<file path="src/rtl/closest_point_on_segment_macros.svh">
// assertion macros shared by the closest point on segment rtl
// expects clk_i and rst_ni in the scope of each use
`ifndef CLOSEST_POINT_ON_SEGMENT_MACROS_SVH
`define CLOSEST_POINT_ON_SEGMENT_MACROS_SVH

// clocked check, off during reset
`define CPS_ASSERT(lbl, prop, msg) \
  lbl: assert property (@(posedge clk_i) disable iff (!rst_ni) prop) else $error(msg);

// clocked implication, off during reset
`define CPS_IMPLY(lbl, pre, post, msg) \
  `CPS_ASSERT(lbl, (pre) |-> (post), msg)

`endif

</file>
<file path="src/rtl/cps_pkg.sv">
// package for closest point on segment: widths, register indexes, word types
// no dependencies
package cps_pkg;

  localparam int CW  = 32;
  localparam int FB  = 16;
  localparam int VW  = CW + 1;
  localparam int PW  = 2 * VW;
  localparam int DW  = PW + 2;
  localparam int QB  = CW + 1;
  localparam int WW  = DW + QB;
  localparam int PRW = CW + VW;
  localparam int PSW = PRW - FB;
  localparam int IDXW = 3;

  localparam logic [IDXW-1:0] CFG_START_X = 3'd0;
  localparam logic [IDXW-1:0] CFG_START_Y = 3'd1;
  localparam logic [IDXW-1:0] CFG_START_Z = 3'd2;
  localparam logic [IDXW-1:0] CFG_END_X   = 3'd3;
  localparam logic [IDXW-1:0] CFG_END_Y   = 3'd4;
  localparam logic [IDXW-1:0] CFG_END_Z   = 3'd5;
  localparam logic [IDXW-1:0] CFG_CLAMP   = 3'd6;

  typedef logic [CW-1:0] coord_t;
  typedef logic [VW-1:0] diff_t;

  typedef struct packed {
    coord_t point_x;
    coord_t point_y;
    coord_t point_z;
  } in_word_t;

  typedef struct packed {
    coord_t param_t;
    coord_t closest_x;
    coord_t closest_y;
    coord_t closest_z;
    logic   degenerate;
    logic   saturated;
  } out_word_t;

  typedef struct packed {
    diff_t [2:0] v;
    logic        degen;
  } vec_word_t;

endpackage

</file>
<file path="src/rtl/cps_front.sv">
// front stage: takes query words, forms P - A and flags a zero-length line
// depends on cps_pkg
module cps_front (
  input  logic                   clk_i,
  input  logic                   rst_ni,
  input  logic                   in_valid_i,
  output logic                   in_ready_o,
  input  cps_pkg::in_word_t      in_word_i,
  input  cps_pkg::coord_t [2:0]  start_i,
  input  cps_pkg::coord_t [2:0]  end_i,
  output logic                   vec_valid_o,
  input  logic                   vec_ready_i,
  output cps_pkg::vec_word_t     vec_word_o
);
  import cps_pkg::*;

  logic      valid_q, valid_d;
  vec_word_t word_q, word_d;
  coord_t [2:0] pt;

  assign pt = {in_word_i.point_x, in_word_i.point_y, in_word_i.point_z};
  assign in_ready_o = !valid_q || vec_ready_i;

  always_comb begin
    for (int i = 0; i < 3; i++) begin
      word_d.v[i] = $signed({pt[2-i][CW-1], pt[2-i]})
                  - $signed({start_i[i][CW-1], start_i[i]});
    end
    word_d.degen = (start_i == end_i);
    valid_d = in_valid_i || (valid_q && !vec_ready_i);
  end

  always_ff @(posedge clk_i or negedge rst_ni) begin
    if (!rst_ni) begin
      valid_q <= 1'b0;
    end else begin
      valid_q <= valid_d;
    end
  end

  always_ff @(posedge clk_i) begin
    if (in_valid_i && in_ready_o) begin
      word_q <= word_d;
    end
  end

  assign vec_valid_o = valid_q;
  assign vec_word_o  = word_q;

endmodule

</file>
<file path="config.mk">
export PLATFORM = sky130hd
export DESIGN_NAME = cps_front
export DESIGN_NICKNAME = d
export VERILOG_FILES = /design/src/rtl/closest_point_on_segment_macros.svh /design/src/rtl/cps_pkg.sv /design/src/rtl/cps_front.sv
export SDC_FILE = /design/constraint.sdc
export NUM_CORES = 1
export LEC_CHECK = 0
export BUFFER_PORTS_ARGS = -buffer_cell sky130_fd_sc_hd__buf_2
export CORE_UTILIZATION = 40
export CTS_BUF_LIST = sky130_fd_sc_hd__clkbuf_8
export DETAILED_ROUTE_END_ITERATION = 8
export GPL_ROUTABILITY_DRIVEN = 1
export PLACE_DENSITY = 0.68
export SETUP_SLACK_MARGIN = 0.4
export SYNTH_ARGS = -nofsm -noshare
export SYNTH_HDL_FRONTEND = slang
export SYNTH_SLANG_ARGS = --single-unit
</file>
<file path="constraint.sdc">
create_clock -name clk_i -period 9.2 [get_ports clk_i]
set_input_delay 0.46 -clock clk_i [delete_from_list [all_inputs] [get_ports clk_i]]
set_output_delay 0.46 -clock clk_i [all_outputs]
set_load 0.05 [all_outputs]
</file>
==> reports/results.txt <==
Total Wirelength -> 35600 microns
Clk slew on worst S/H paths -> 0.11 ns
Total CTS buffers -> 9
Crit-path max cell delay -> 0.41 ns
Worst path required time -> 9.34 ns
Post_cts resized -> 0
Initial antenna violation count -> 9
Fin nets -> 1828
Global-route usage over all layers -> 0.283
Die Wd -> 156 microns
Crit-path max FO -> 4
FP Rows -> 56
Post-synth top area cell -> edfxtp_1
CP endpoint kind -> register
Final critical-path share of the clock period -> 0.292
Primary FF master, synth -> edfxtp_1
CTS tree -> built
Min Tclk post-route -> 2.69 ns
Cell Area, Placed -> 11800 sq um
Setup TNS -> 0 ns
Leakage power -> 5.82 nW
WP buf/inv -> 2
Clk buf depth -> 2
Setup Crit Path Kind -> in -> reg
H-tree depth -> 3
Root Driver -> clkbuf_8
Share of cells above drive strength 1 -> 0.305
Top Layer Used -> met5
Average wire per standard cell -> 20.1 microns
CP max stage cell -> fa_1
Hold slack final -> 0.262 ns
Ranking of synthesized cells by area -> edfxtp_1 (31%), ha_1 (13%), xor2_1 (9.2%)
Initial DRC Count -> 572
Max_slew headroom -> 0.365
Min-Delay Path Class -> in -> reg
Number of synthesized register bits -> 101
Synth Cell Area -> 9540 sq um
Final Hold Viols -> 0
Number of top-level pins -> 394
Sink Count -> 101
Mapped Nets -> 1441
Max Clk Rate -> 372 MHz
Worst Tran Pin Value -> 0.944 ns
Post-synthesis sequential area ratio -> 0.317
DR pass1 iterations -> 5
Starting density of the core -> 0.408
M1 WL -> 14500 microns
Synth unique cells -> 77
Vias in the first global route -> 9048
Maxcap violations -> 0
Global placer's final weighted congestion -> 0.929
Most frequent cells in the layout -> buf_2 (393), inv_1 (126), xor2_1 (100), edfxtp_1 (100), ha_1 (96)
Commonest non-fill, non-tap cell in the layout -> buf_2
Endpoints failing setup -> 0
Postcts setup bufs -> 0
Largest net degree at the start of global routing -> 53
Area of the core -> 23400 sq um
First-pass GRT wire length -> 50400 microns
Final worst slack -> 6.51 ns
DRC violations left -> 0
Area grow syn2layout -> 26.6%
Vias post-DR -> 9422
Worst-Skew Late Latency -> 0.39 ns
RSZ-0062 raised after global routing -> no
PD cells -> 142 nW/um^2
Worst Skew -> 0.0142 ns
GR Overflow Total -> 0
Routed Antenna Nets -> 0
Avg Vias per Cell -> 5.33
Cell area after layout -> 12100 sq um
Post-synth ARST share -> 0.00990
Die Ht -> 156 microns
Die Outline Area -> 24500 sq um
Critical-path cell list -> buf_2, inv_1, ha_1, fa_1, nor2b_1, o21ai_0, a21oi_1, o21ai_0, a31oi_2, a41oi_1, o2111ai_1, o21ai_0
Top cell type's share of synthesized area -> 0.315
Max rail drop VDD -> 65.9 uV
Pre-CTS setup slack -> 6.13 ns
Port bufs -> 393
Status -> complete, no violations
Crit path max-delay family -> compound AO/OA/AOI/OAI gates
Met3 wire len -> 2600 microns
Post-CTS Hold Buffers -> 1
Post-synth EDFFs -> 100
Synthesized instance count -> 1050
Post-DP HPWL -> 30500 microns
Max-slew violation count -> 0
Syn. warnings -> 0
Crit path launch type -> input port
Met2 Wirelength -> 17300 microns
Syn Area/Cell -> 9.08 sq um
Most used cell along the critical path -> o21ai_0
Crit path DAT -> 2.83 ns
report_power, final:
group / switching, mW / leakage, nW / internal (mW) / total [mW]
Combinational: 0.521 / 4.75 / 0.265 / 0.786
Clock: 0.177 / 0.115 / 0.153 / 0.331
Sequential: 0.0150 / 0.964 / 0.584 / 0.599
final cells by class:
class	instances	area, sq um
fill	2311	11300
clock inverter	7	91.3
multi-input combinational	805	5960
timing repair buffer	395	1980
antenna	6	15.0
sequential	101	3030
clock buffer	9	124
inverter	125	469
tap	319	399
Yosys cell counts, types with 20 or more instances:
cell      count
o21ai_0      44
nor4_1       20
edfxtp_1    100
xor2_1      100
nand2_1      70
inv_1       125
nor2_1       45
ha_1         96
nand4_1      24
a21o_1       34
a21oi_1      94
xnor2_1      69
cell families after synthesis:
| group | count (synthesis) | share of synthesized area |
|---|---|---|
| buffers and inverters | 144 | 0.0579 |
| adders and majority gates | 99 | 0.132 |
| xor gates and xnor gates | 169 | 0.155 |
| AOI/OAI and AO/OA | 292 | 0.205 |
| DFF | 101 | 0.317 |
| and+or+nand+nor | 244 | 0.132 |
| muxes | 1 | 0.00105 |
path summary, 6_finish.rpt:
kind / startpoint / endpoint / slack, ns / depth (start not counted)
setup / recovery: in_word_i[32] / vec_word_o[66] / 6.51 / 12
hold / removal: in_valid_i / vec_valid_o / 0.26 / 2
setup reg to reg: vec_valid_o / vec_word_o[50] / 6.92 / 3
hold reg to reg: vec_valid_o / vec_valid_o / 0.56 / 2
max in group asynchronous: rst_ni / vec_valid_o / 8.76 / 2
min in group asynchronous: rst_ni / vec_valid_o / 0.36 / 2
metal layers:
metal | vias to the layer above | GRT usage
li1 | 4567 | -
met1 | 4379 | 0.338
met2 | 416 | 0.497
met3 | 54 | 0.0598
met4 | 6 | 0.105
met5 | - | 0
flip-flops by register name, summed over array words and instances (netlist names):
signal       cells
vec_word_o     100
vec_valid_o      1
stage by stage:
stage	total power, mW	std cells	utilization
global route	1.80	1764	0.516
detailed placement	1.39	1744	0.506
global placement	1.38	1744	0.506
floorplan	1.14	1050	-
finish	1.72	1767	0.516
CTS	1.72	1761	0.515
No activity file was read; power rests on OpenSTA's default activity.
