[src/rtl/closest_point_on_segment_macros.svh]
// assertion macros shared by the closest point on segment rtl
// expects clk_i and rst_ni in the scope of each use
`ifndef CLOSEST_POINT_ON_SEGMENT_MACROS_SVH
`define CLOSEST_POINT_ON_SEGMENT_MACROS_SVH

// clocked check, off during reset
`define CPS_ASSERT(lbl, prop, msg) \
  lbl: assert property (@(posedge clk_i) disable iff (!rst_ni) prop) else $error(msg);

// clocked implication, off during reset
`define CPS_IMPLY(lbl, pre, post, msg) \
  `CPS_ASSERT(lbl, (pre) |-> (post), msg)

`endif

[src/rtl/cps_pkg.sv]
// package for closest point on segment: widths, register indexes, word types
// no dependencies
package cps_pkg;

  localparam int CW  = 32;
  localparam int FB  = 16;
  localparam int VW  = CW + 1;
  localparam int PW  = 2 * VW;
  localparam int DW  = PW + 2;
  localparam int QB  = CW + 1;
  localparam int WW  = DW + QB;
  localparam int PRW = CW + VW;
  localparam int PSW = PRW - FB;
  localparam int IDXW = 3;

  localparam logic [IDXW-1:0] CFG_START_X = 3'd0;
  localparam logic [IDXW-1:0] CFG_START_Y = 3'd1;
  localparam logic [IDXW-1:0] CFG_START_Z = 3'd2;
  localparam logic [IDXW-1:0] CFG_END_X   = 3'd3;
  localparam logic [IDXW-1:0] CFG_END_Y   = 3'd4;
  localparam logic [IDXW-1:0] CFG_END_Z   = 3'd5;
  localparam logic [IDXW-1:0] CFG_CLAMP   = 3'd6;

  typedef logic [CW-1:0] coord_t;
  typedef logic [VW-1:0] diff_t;

  typedef struct packed {
    coord_t point_x;
    coord_t point_y;
    coord_t point_z;
  } in_word_t;

  typedef struct packed {
    coord_t param_t;
    coord_t closest_x;
    coord_t closest_y;
    coord_t closest_z;
    logic   degenerate;
    logic   saturated;
  } out_word_t;

  typedef struct packed {
    diff_t [2:0] v;
    logic        degen;
  } vec_word_t;

endpackage

[src/rtl/cps_fifo.sv]
// two-entry queue between front and back
// depends on cps_pkg
module cps_fifo (
  input  logic               clk_i,
  input  logic               rst_ni,
  input  logic               push_i,
  output logic               ready_o,
  input  cps_pkg::vec_word_t data_i,
  output logic               valid_o,
  input  logic               pop_i,
  output cps_pkg::vec_word_t data_o
);
  import cps_pkg::*;

  vec_word_t  mem_q [2];
  logic       wr_q, wr_d, rd_q, rd_d;
  logic [1:0] cnt_q, cnt_d;
  logic       do_push, do_pop;

  assign ready_o = (cnt_q != 2'd2);
  assign valid_o = (cnt_q != 2'd0);
  assign do_push = push_i && ready_o;
  assign do_pop  = pop_i && valid_o;
  assign data_o  = mem_q[rd_q];

  always_comb begin
    wr_d  = wr_q ^ do_push;
    rd_d  = rd_q ^ do_pop;
    cnt_d = cnt_q + {1'b0, do_push} - {1'b0, do_pop};
  end

  always_ff @(posedge clk_i or negedge rst_ni) begin
    if (!rst_ni) begin
      wr_q  <= 1'b0;
      rd_q  <= 1'b0;
      cnt_q <= 2'd0;
    end else begin
      wr_q  <= wr_d;
      rd_q  <= rd_d;
      cnt_q <= cnt_d;
    end
  end

  always_ff @(posedge clk_i) begin
    if (do_push) begin
      mem_q[wr_q] <= data_i;
    end
  end

endmodule

[config.mk]
export PLATFORM = sky130hd
export DESIGN_NAME = cps_fifo
export DESIGN_NICKNAME = d
export VERILOG_FILES = /design/src/rtl/closest_point_on_segment_macros.svh /design/src/rtl/cps_pkg.sv /design/src/rtl/cps_fifo.sv
export SDC_FILE = /design/constraint.sdc
export NUM_CORES = 1
export LEC_CHECK = 0
export ABC_CLOCK_PERIOD_IN_PS = 5400
export BUFFER_PORTS_ARGS = -buffer_cell sky130_fd_sc_hd__buf_2
export CORE_ASPECT_RATIO = 0.5
export CORE_MARGIN = 10
export CORE_UTILIZATION = 55
export CTS_BUF_LIST = sky130_fd_sc_hd__clkbuf_16
export CTS_CLUSTER_DIAMETER = 60
export CTS_CLUSTER_SIZE = 12
export DETAILED_ROUTE_END_ITERATION = 7
export HOLD_SLACK_MARGIN = 0.05
export PLACE_DENSITY = 0.9
export SYNTH_ARGS = -nofsm -noshare
export SYNTH_HDL_FRONTEND = slang
export SYNTH_SLANG_ARGS = --single-unit
[constraint.sdc]
create_clock -name clk_i -period 5.4 [get_ports clk_i]
set_clock_uncertainty 0.1 [all_clocks]
set_input_delay 0.54 -clock clk_i [delete_from_list [all_inputs] [get_ports clk_i]]
set_output_delay 0.54 -clock clk_i [all_outputs]
set_load 0.02 [all_outputs]
==> results.md, run 1 <==
* RSZ-0062 raised after global routing: false
* Critical path arrival at 2.72 ns
* I/O Buffers at approximately 210
* Layout cell share with drive strength beyond 1 at 0.594
* DRT Pass-1 Iters at 4
* Antenna Violating Nets Remaining at 0
* Final Util at 0.709
* Maxcap violations at 0
* Worst min-delay path class: in -> reg
* Yosys top cell by area: edfxtp_1
* Leakage power at ~3.5 nW
* CP required at 4.76 ns
* Post-synth top area share at 0.803
* Endpoints failing setup at 0
* Maximum number of pins on one net before global-route repair at 70
* CP Max Fanout at 64
* Drt drc at 0
* Clock Sinks at around 200
* Initial antenna violation count at 1
* Synthesized instance count at 334
* Routability cong. at around 0.74
* Total number of vias at just under 4000
* Initial Util at 0.576
* Die span in y at 102 µm
* Status: complete, no violations
* Total GRT Usage at 0.157
* CTS buffer count at 20
* Worst vdd ir at 0.489 mV
* DIE AREA at approximately 19000 µm²
* Total core area at about 13000 µm²
* Synthesized cell area at around 7500 µm²
* Reg2reg start: cnt_q[0]
* Setup Crit Path Kind: reg -> out
* Hpwl dp at about 11000 µm
* Crit end category: output port
* FF-to-FF End: mem_q[0][31]
* Row count at 29
* 1st-iter DRT viols at roughly 180
* Critical Path End: data_o[85]
* Clock Latency Late Sink at 0.48 ns
* Min Tclk post-route at 3.36 ns
* Reg2reg setup slack at ~2.7 ns
* Yosys reg bits at between 200 and 250
* Clk Tree Root Cell: clkbuf_16
* Rel. slew slack at 0.341
* Clock Path Buffers at 3
* Final layout net count at 660
* R2R cell count at 4
* Vias per cell at ~5.3
* H-tree levels at 1
* Post-synthesis sequential area ratio at 0.816
* Top Ports at approximately 210
* Wirelength, routed at ~16000 µm
* Syn nets at 440
* Part of the cycle the worst path needs at 0.622
* Reg clk slew, reported paths at 0.06 ns
* Worst Tran Pin Value at 0.988 ns
* Top cells by area, synth: edfxtp_1 80%, mux2_2 15%, buf_6 1.5%
* CTS tree: built
* First-pass GRT wire length at approximately 23000 µm
* Syn avg cell area at around 22 µm²
* Setup_tns at 0 ns
* Yosys cell types at 20
* Syn-to-layout area delta at 23.2%
* Final Hold Viols at 0
* CP Launch Type: register
* Die X at 185 µm
* Slew Viols, Final at 0
* Total congestion overflow at 0
* CP Launch Point: rd_q
* Vias in the first global route at between 4000 and 5000
* PwrDens at about 570 nW/µm²
* Routed wire per std cell at between 20 and 25 µm
* Synth warnings at 0
* F_max at slightly below 0.3 GHz
per-stage QoR:
step | std cells | area (µm²) | worst slack [ns] | total power, W | hold WS [ns]
3_5_place_dp | 701 | 8640 | 2.56 | 0.00407 | 0.257
6_report | 733 | 9210 | 2.04 | 0.00522 | 0.147
3_3_place_gp | 701 | 8640 | 2.58 | 0.00401 | 0.254
2_1_floorplan | 334 | 7480 | 1.64 | 0.00355 | 0.144
4_1_cts | 731 | 9210 | 2.05 | 0.00528 | 0.133
5_1_grt | 731 | 9210 | 1.94 | 0.00544 | 0.131
metal layers:
metal  vias up  share of wire  global-route usage
met5         -              0                   0
met4         0          0.033              0.0670
met3        39          0.045              0.0372
met2       101           0.56               0.311
met1      1945           0.36               0.156
li1       1766              -                   -
registers in the layout (all words and copies together) (netlist names):
register,flops
cnt_q,2
mem_q,200
rd_q,1
wr_q,1
how the worst min path moves through the flow:
stage | end | from | slack (ns) | cells past startpoint
after floorplan | cnt_q[0] | rst_ni | 0.14 | 0
after global placement | cnt_q[0] | rst_ni | 0.25 | 1
after detailed placement | rd_q | rst_ni | 0.26 | 1
after CTS | mem_q[0][38] | data_i[38] | 0.13 | 1
after global routing | mem_q[1][12] | data_i[12] | 0.13 | 1
final | mem_q[0][38] | data_i[38] | 0.15 | 1
cell families after synthesis:
family | count (synthesis) | synth area share
AOI/OAI and AO/OA | 4 | 0.00418
muxes | 100 | 0.151
DFF | 204 | 0.816
buffers and inverters | 13 | 0.0167
xor gates and xnor gates | 2 | 0.00234
adders and majority gates | 2 | 0.00335
and+or+nand+nor | 9 | 0.00636
worst max-delay path: stages (launching register included):
cell     delay (ns)
dfrtp_4        0.98
buf_4          0.60
mux2_2         0.41
buf_2          0.16
cell usage in the layout (no fill, tap or decap):
cell type,count
a211oi_1,1
a21bo_1,1
a32oi_1,1
and2_1,1
and3_4,1
buf_2,205
buf_4,3
clkbuf_16,21
dfrtp_1,3
dfrtp_4,1
diode_2,2
dlygate4sd3_1,1
edfxtp_1,200
ha_1,1
ha_4,1
inv_1,10
mux2_2,100
nand2_1,1
nand2b_1,1
nand3_1,1
nor2_1,2
nor2b_1,1
o21ai_0,1
or2_2,1
xnor2_1,2
power breakdown:
| part | internal (W) | total (W) | switching (W) |
|---|---|---|---|
| sequential | 0.00217 | 0.00235 | 0.000180 |
| clock | 0.000689 | 0.00121 | 0.000521 |
| combinational | 0.000652 | 0.00166 | 0.00101 |
| total | 0.00351 | 0.00522 | 0.00171 |
synthesized netlist by cell type:
| cell type | n |
|---|---|
| mux2_2 | 100 |
| a21bo_1 | 1 |
| nor2_1 | 2 |
| dfrtp_1 | 4 |
| and2_1 | 1 |
| nand2b_1 | 1 |
| o21ai_0 | 1 |
| or2_2 | 1 |
| and3_1 | 1 |
| a211oi_1 | 1 |
| nand2_1 | 1 |
| nand3_1 | 1 |
| a32oi_1 | 1 |
| ha_1 | 2 |
| xnor2_1 | 2 |
| edfxtp_1 | 200 |
| buf_6 | 10 |
| inv_1 | 2 |
| buf_2 | 1 |
| nor2b_1 | 1 |
what timing repair did:
item,in CTS,in global routing
endpoints found under the hold margin,4,0
gates resized for setup,0,0
hold buffers,1,0
buffers inserted,0,0
area by class of cell:
| type | count | area, µm² |
|---|---|---|
| tap | 170 | 213 |
| fill | 825 | 3780 |
| sequential | 204 | 6110 |
| multi-input combinational | 117 | 1260 |
| timing repair buffer | 209 | 1060 |
| inverter | 2 | 7.51 |
| antenna | 2 | 5.00 |
| clock buffer | 21 | 526 |
| clock inverter | 8 | 30.0 |
No activity file was read; power rests on OpenSTA's default activity.
==> inputs of run 2 (changes only) <==
--- a/config.mk
+++ b/config.mk
@@ -5,17 +5,17 @@
 export SDC_FILE = /design/constraint.sdc
 export NUM_CORES = 1
 export LEC_CHECK = 0
-export ABC_CLOCK_PERIOD_IN_PS = 5400
+export ABC_CLOCK_PERIOD_IN_PS = 2750
 export BUFFER_PORTS_ARGS = -buffer_cell sky130_fd_sc_hd__buf_2
 export CORE_ASPECT_RATIO = 0.5
 export CORE_MARGIN = 10
-export CORE_UTILIZATION = 55
+export CORE_UTILIZATION = 47
 export CTS_BUF_LIST = sky130_fd_sc_hd__clkbuf_16
 export CTS_CLUSTER_DIAMETER = 60
 export CTS_CLUSTER_SIZE = 12
 export DETAILED_ROUTE_END_ITERATION = 7
 export HOLD_SLACK_MARGIN = 0.05
-export PLACE_DENSITY = 0.9
+export PLACE_DENSITY = 0.83
 export SYNTH_ARGS = -nofsm -noshare
 export SYNTH_HDL_FRONTEND = slang
 export SYNTH_SLANG_ARGS = --single-unit
==> constraint.sdc (replaced) <==
create_clock -name clk_i -period 2.75 [get_ports clk_i]
set_clock_uncertainty 0.1 [all_clocks]
set_input_delay 0.275 -clock clk_i [delete_from_list [all_inputs] [get_ports clk_i]]
set_output_delay 0.275 -clock clk_i [all_outputs]
set_load 0.02 [all_outputs]
==> run 2 against run 1 <==
Effect of this change: register-to-register slack got worse by 2.0 ns; largest power group unchanged; clock power increased by 98%; critical endpoint is now data_o[20]; flip-flop and latch count unchanged.
==> results.md, run 2 (synthesis gave the netlist of run 1 again) <==
* Status: complete, no violations
* CP Launch Type: register
* CP required at 2.38 ns (-2.38 ns)
* Max reg flops at 200 (unchanged)
* First-pass GRT wire length at 27100 µm (+19%)
* F_max at ~0.43 GHz
* CTS tree: built
* Total number of vias at 4241 (+10%)
* Commonest non-fill, non-tap cell in the layout: buf_2
* Worst min-delay path class: in -> reg
* Leakage power at 3.96 nW (+13%)
* Part of the cycle the worst path needs at 0.848
* Largest regs: mem_q x200, cnt_q x2
* PwrDens at 1020 nW/µm² (+80%)
* Hpwl dp at 11400 µm (+6.5%)
* Maximum number of pins on one net before global-route repair at 47 (-33%)
* Min Tclk post-route at approximately 2.3 ns
* Hold path cells at 4 (+3)
* R2R cell count at 4 (unchanged)
* Top Ports at 206 (unchanged)
* Setup_tns at 0 ns (unchanged)
* Syn-to-layout area delta at 38.6%
* CTS buffer count at 20 (unchanged)
* Clk Tree Root Cell: clkbuf_16
* CP Max Fanout at 43 (-33%)
* I/O Buffers at 205 (unchanged)
* Vias per cell at 4.85 (-7.6%)
* Routability cong. at 0.735 (-1.1%)
* Crit end category: output port
* Die span in y at 109 µm (+6.6%)
* Initial Util at 0.483 (-0.0931)
* Worst Tran Pin Value at 0.508 ns (-0.480 ns)
* Critical path arrival at 1.96 ns (-0.76 ns)
* Top reg by flops: mem_q
* Clock Latency Late Sink at 0.48 ns (about the same)
* Routed wire per std cell at 20.7 µm (-4.5%)
* Clock Sinks at 204 (unchanged)
* Total GRT Usage at 0.163 (+0.00588)
* Vias in the first global route at 4744 (+13%)
* 1st-iter DRT viols at 251 (+37%)
* Clock Path Buffers at 3 (unchanged)
* Placed cell areas at 8780 µm² (+1.6%)
* Layout cell share with drive strength beyond 1 at 0.507 (-0.0861)
* Total congestion overflow at 0 (unchanged)
* Drt drc at 0 (unchanged)
* Row count at 32 (+10%)
* Wirelength, routed at 18100 µm (+14%)
* Final layout net count at 768 (+16%)
* Total core area at 15500 µm² (+19%)
* DRT Pass-1 Iters at 5 (+1)
* Slew Viols, Final at 0 (unchanged)
* Post-route cell area at 10400 µm² (+13%)
* RSZ-0062 raised after global routing: false
* Final Hold Viols at 0 (unchanged)
* Maxcap violations at 0 (unchanged)
* Initial antenna violation count at 2 (+1)
* Rel. slew slack at 0.661 (+0.320)
* Most frequent cells in the layout: 205 x buf_2, 200 x edfxtp_1, 103 x dlygate4sd3_1
* Worst vdd ir at 0.527 mV (+7.8%)
* H-tree levels at 1 (unchanged)
* Reg clk slew, reported paths at 0.06 ns (about the same)
* Antenna Violating Nets Remaining at 0 (unchanged)
* Die X at 198 µm (+7.3%)
* Cts repair resizes at 0 (unchanged)
* Setup Crit Path Kind: reg -> out
* DIE AREA at 21700 µm² (+14%)
* Endpoints failing setup at 0 (unchanged)
-- run 2: area by class of cell --
class,count,area [µm²]
diodes,2,5.00
repair buffers,317,2170
flip-flops and latches,204,6110
multi-input cells,117,1260
fillers,983,5130
inverters,2,7.51
clock buffers,21,526
well taps,204,255
clock inverters,7,26.3
-- run 2: critical path, cell delays in order (launching register included) --
cell,delay [ns]
dfrtp_4,0.60
buf_12,0.28
mux2_2,0.39
buf_2,0.17
-- run 2: final timing paths --
| check | from | end | slack [ns] |
|---|---|---|---|
| setup / recovery | rd_q | data_o[20] | 0.42 |
| hold reg to reg | cnt_q[0] | cnt_q[0] | 0.52 |
| setup reg to reg | cnt_q[0] | mem_q[0][94] | 0.71 |
| hold / removal | push_i | cnt_q[0] | 0.20 |
| max in group asynchronous | rst_ni | rd_q | 1.72 |
| min in group asynchronous | rst_ni | cnt_q[0] | 0.63 |
-- run 2: routing by layer --
layer  up-vias  wire length, µm  GRT usage
li1       1986                -          -
met1      2104             6410      0.166
met2       121            10400      0.324
met3        30              838     0.0354
met4         0              488     0.0594
met5         -                0          0
-- run 2: where the power goes --
part / switching [W] / internal, W / leakage (nW)
sequential: 0.000237 / 0.00425 / 1.91
clock: 0.00105 / 0.00135 / 0.296
combinational: 0.00219 / 0.00148 / 1.75
total: 0.00347 / 0.00708 / 3.96
-- run 2: timing repair --
action                    in CTS  in global routing
hold buffers                 103                  0
hold endpoints to repair     205                  0
setup buffers                  0                  0
-- run 2: per-stage QoR --
stage               instances  hold WS [ns]   util  total power [W]  setup slack [ns]
finish                    874         0.202  0.669           0.0106             0.417
detailed placement        741      -0.00912  0.567          0.00809             0.741
global route              874         0.211  0.669           0.0110             0.350
floorplan                 334        -0.121      -          0.00692            0.0613
global placement          741       -0.0132  0.567          0.00800             0.770
CTS                       872         0.175  0.669           0.0106             0.392
==> inputs of run 3 (changes only) <==
--- a/config.mk
+++ b/config.mk
@@ -5,17 +5,17 @@
 export SDC_FILE = /design/constraint.sdc
 export NUM_CORES = 1
 export LEC_CHECK = 0
-export ABC_CLOCK_PERIOD_IN_PS = 2750
+export ABC_CLOCK_PERIOD_IN_PS = 2200
 export BUFFER_PORTS_ARGS = -buffer_cell sky130_fd_sc_hd__buf_2
 export CORE_ASPECT_RATIO = 0.5
 export CORE_MARGIN = 10
-export CORE_UTILIZATION = 47
+export CORE_UTILIZATION = 52
 export CTS_BUF_LIST = sky130_fd_sc_hd__clkbuf_16
 export CTS_CLUSTER_DIAMETER = 60
 export CTS_CLUSTER_SIZE = 12
 export DETAILED_ROUTE_END_ITERATION = 7
 export HOLD_SLACK_MARGIN = 0.05
-export PLACE_DENSITY = 0.83
+export PLACE_DENSITY = 0.86
 export SYNTH_ARGS = -nofsm -noshare
 export SYNTH_HDL_FRONTEND = slang
 export SYNTH_SLANG_ARGS = --single-unit
==> constraint.sdc (replaced) <==
create_clock -name clk_i -period 2.2 [get_ports clk_i]
set_clock_uncertainty 0.1 [all_clocks]
set_input_delay 0.22 -clock clk_i [delete_from_list [all_inputs] [get_ports clk_i]]
set_output_delay 0.22 -clock clk_i [all_outputs]
set_load 0.02 [all_outputs]
==> run 3 against run 2 <==
Effect of this change: wire length increased by 2.2%; critical endpoint is now data_o[77]; combinational power increased by 29%; critical path depth unchanged; final cell count decreased by 0.92%; clock power increased by 25%; die area decreased by 8.3%; largest cell class unchanged; global-route usage increased by 1.6 points; worst setup slack got worse by 0.35 ns; largest power group unchanged; total power increased by 26%.
==> results.md, run 3 (synthesis gave the netlist of run 1 again) <==
* PwrDens at 1280 nW/µm² (+26%)
* Post-route cell area at 10400 µm² (+0.51%)
* DIE AREA at 19900 µm² (-8.3%)
* CP cell instances: buf_12, mux2_2, buf_2
* Min Tclk post-route at ~2.1 ns
* Largest regs: mem_q x200, cnt_q x2
* CTS tree: built
* Critical path arrival at 1.81 ns (-0.15 ns)
* Layout cell share with drive strength beyond 1 at 0.510 (+0.00293)
* Clock Latency Late Sink at 0.48 ns (about the same)
* Commonest non-fill, non-tap cell in the layout: buf_2
* Top reg by flops: mem_q
* Clock Path Buffers at 3 (unchanged)
* Vias in the first global route at 4909 (+3.5%)
* Die X at 190 µm (-4.4%)
* Worst vdd ir at 0.703 mV (+33%)
* Wirelength, routed at 18500 µm (+2.2%)
* Top Ports at 206 (unchanged)
* I/O Buffers at 205 (unchanged)
* Leakage power at 3.99 nW (+0.76%)
* F_max at between 0.4 and 0.5 GHz
* Maximum number of pins on one net before global-route repair at 44 (-6.4%)
* Hpwl dp at 11200 µm (-1.4%)
* Slew Viols, Final at 0 (unchanged)
* Total congestion overflow at 0 (unchanged)
* FILL cells at 778 (-21%)
* Clk Tree Root Cell: clkbuf_16
* Setup_tns at 0 ns (unchanged)
* Total number of vias at 4350 (+2.6%)
* CP required at 1.88 ns (-0.50 ns)
* Total GRT Usage at 0.179 (+0.0161)
* Syn-to-layout area delta at 39.4%
* Slowest stage delay, CP at 0.49 ns (-0.11 ns)
* Area occupied by multi-input gates at 1260 µm² (unchanged)
* Clock Sinks at 204 (unchanged)
* Die span in y at 105 µm (-4.0%)
* Reg clk slew, reported paths at 0.06 ns (about the same)
* Crit end category: output port
* Status: complete, no violations
* H-tree levels at 1 (unchanged)
* Endpoints failing setup at 0 (unchanged)
* First-pass GRT wire length at 28000 µm (+3.2%)
* Placed insts at 731 (-1.3%)
* Vias per cell at 5.02 (+3.5%)
* Final Util at 0.754 (+0.0853)
* Most frequent cells in the layout: 205 x buf_2, 200 x edfxtp_1, 103 x dlygate4sd3_1
* RSZ-0062 raised after global routing: false
* Routability cong. at 0.738 (+0.39%)
* Worst min-delay path class: in -> reg
* CP Max Fanout at 43 (unchanged)
* Initial Util at 0.541 (+0.0588)
* Setup Crit Path Kind: reg -> out
* Total core area at 13800 µm² (-11%)
* Rel. slew slack at 0.755 (+0.0936)
* Drt drc at 0 (unchanged)
* Maxcap violations at 0 (unchanged)
* Routed wire per std cell at 21.4 µm (+3.1%)
* Initial antenna violation count at 2 (unchanged)
* Part of the cycle the worst path needs at 0.970
* Final layout net count at 772 (+0.52%)
* Worst Tran Pin Value at 0.368 ns (-0.140 ns)
* FF+latch area at 6110 µm² (unchanged)
* Row count at 30 (-6.3%)
* DRT Pass-1 Iters at 4 (-1)
* 1st-iter DRT viols at 313 (+25%)
* Max reg flops at 200 (unchanged)
* CP Launch Type: register
* CTS buffer count at 20 (unchanged)
* Critical-path top delay cell: dfrtp_4
* Finished Layout Cells at 866 (-0.92%)
* Final Hold Viols at 0 (unchanged)
* Placed cell areas at 8820 µm² (+0.43%)
* Antenna Violating Nets Remaining at 0 (unchanged)
==> run 3: cell types whose count changed in the layout (fill, tap and decap cells not counted) <==
| cell | change |
|---|---|
| buf_12 | +3 |
| buf_4 | +1 |
==> run 3: where the power goes <==
part           leakage (nW)  internal (W)  switching [W]
Sequential             1.91       0.00531       0.000262
Combinational          1.78       0.00194        0.00282
Clock                 0.296       0.00169        0.00132
Total                  3.99       0.00894        0.00440
==> run 3: final timing paths <==
| kind | from | to | slack [ns] | depth (start not counted) |
|---|---|---|---|---|
| min reg2reg | cnt_q[0] | cnt_q[0] | 0.54 | 1 |
| max in group asynchronous | rst_ni | rd_q | 1.27 | 3 |
| max reg2reg | cnt_q[0] | mem_q[0][46] | 0.39 | 4 |
| max | rd_q | data_o[77] | 0.07 | 3 |
| min in group asynchronous | rst_ni | cnt_q[0] | 0.53 | 3 |
| min | push_i | cnt_q[1] | 0.14 | 4 |
==> run 3: critical path, delay by kind of cell (launching register included) <==
kind	cells	cell delay [ns]
mux	1	0.38
flops	1	0.49
buf+inv	2	0.42
==> run 3: repair_timing <==
action | 4_1_cts | 5_1_grt
hold endpoints to repair | 206 | 0
setup endpoints to repair | 83 | 0
hold buffers | 103 | 0
gates resized for setup | 0 | 0
buffers inserted | 2 | 0
==> run 3: stage by stage <==
stage               power, W  setup WS, ns  hold WS, ns
finish                0.0133        0.0668        0.143
global route          0.0139       0.00601        0.172
CTS                   0.0133        0.0500        0.115
detailed placement    0.0102         0.406      -0.0653
global placement      0.0101         0.442      -0.0679
floorplan            0.00865        0.0422       -0.176
==> run 3: cell type report <==
class,instances,share of cell area
clock inverters,7,0.00252
repair buffers,321,0.215
clock buffers,21,0.0504
inverters,2,0.000720
diodes,2,0.000480
well taps,192,0.0231
flip-flops and latches,204,0.586
multi-input cells,117,0.121
==> run 3: routing by layer <==
layer	GRT usage	part of all wire	vias up
met4	0.0709	0.036	0
met3	0.0401	0.051	50
met1	0.188	0.36	2153
met2	0.341	0.56	156
met5	0	0	-
li1	-	-	1991
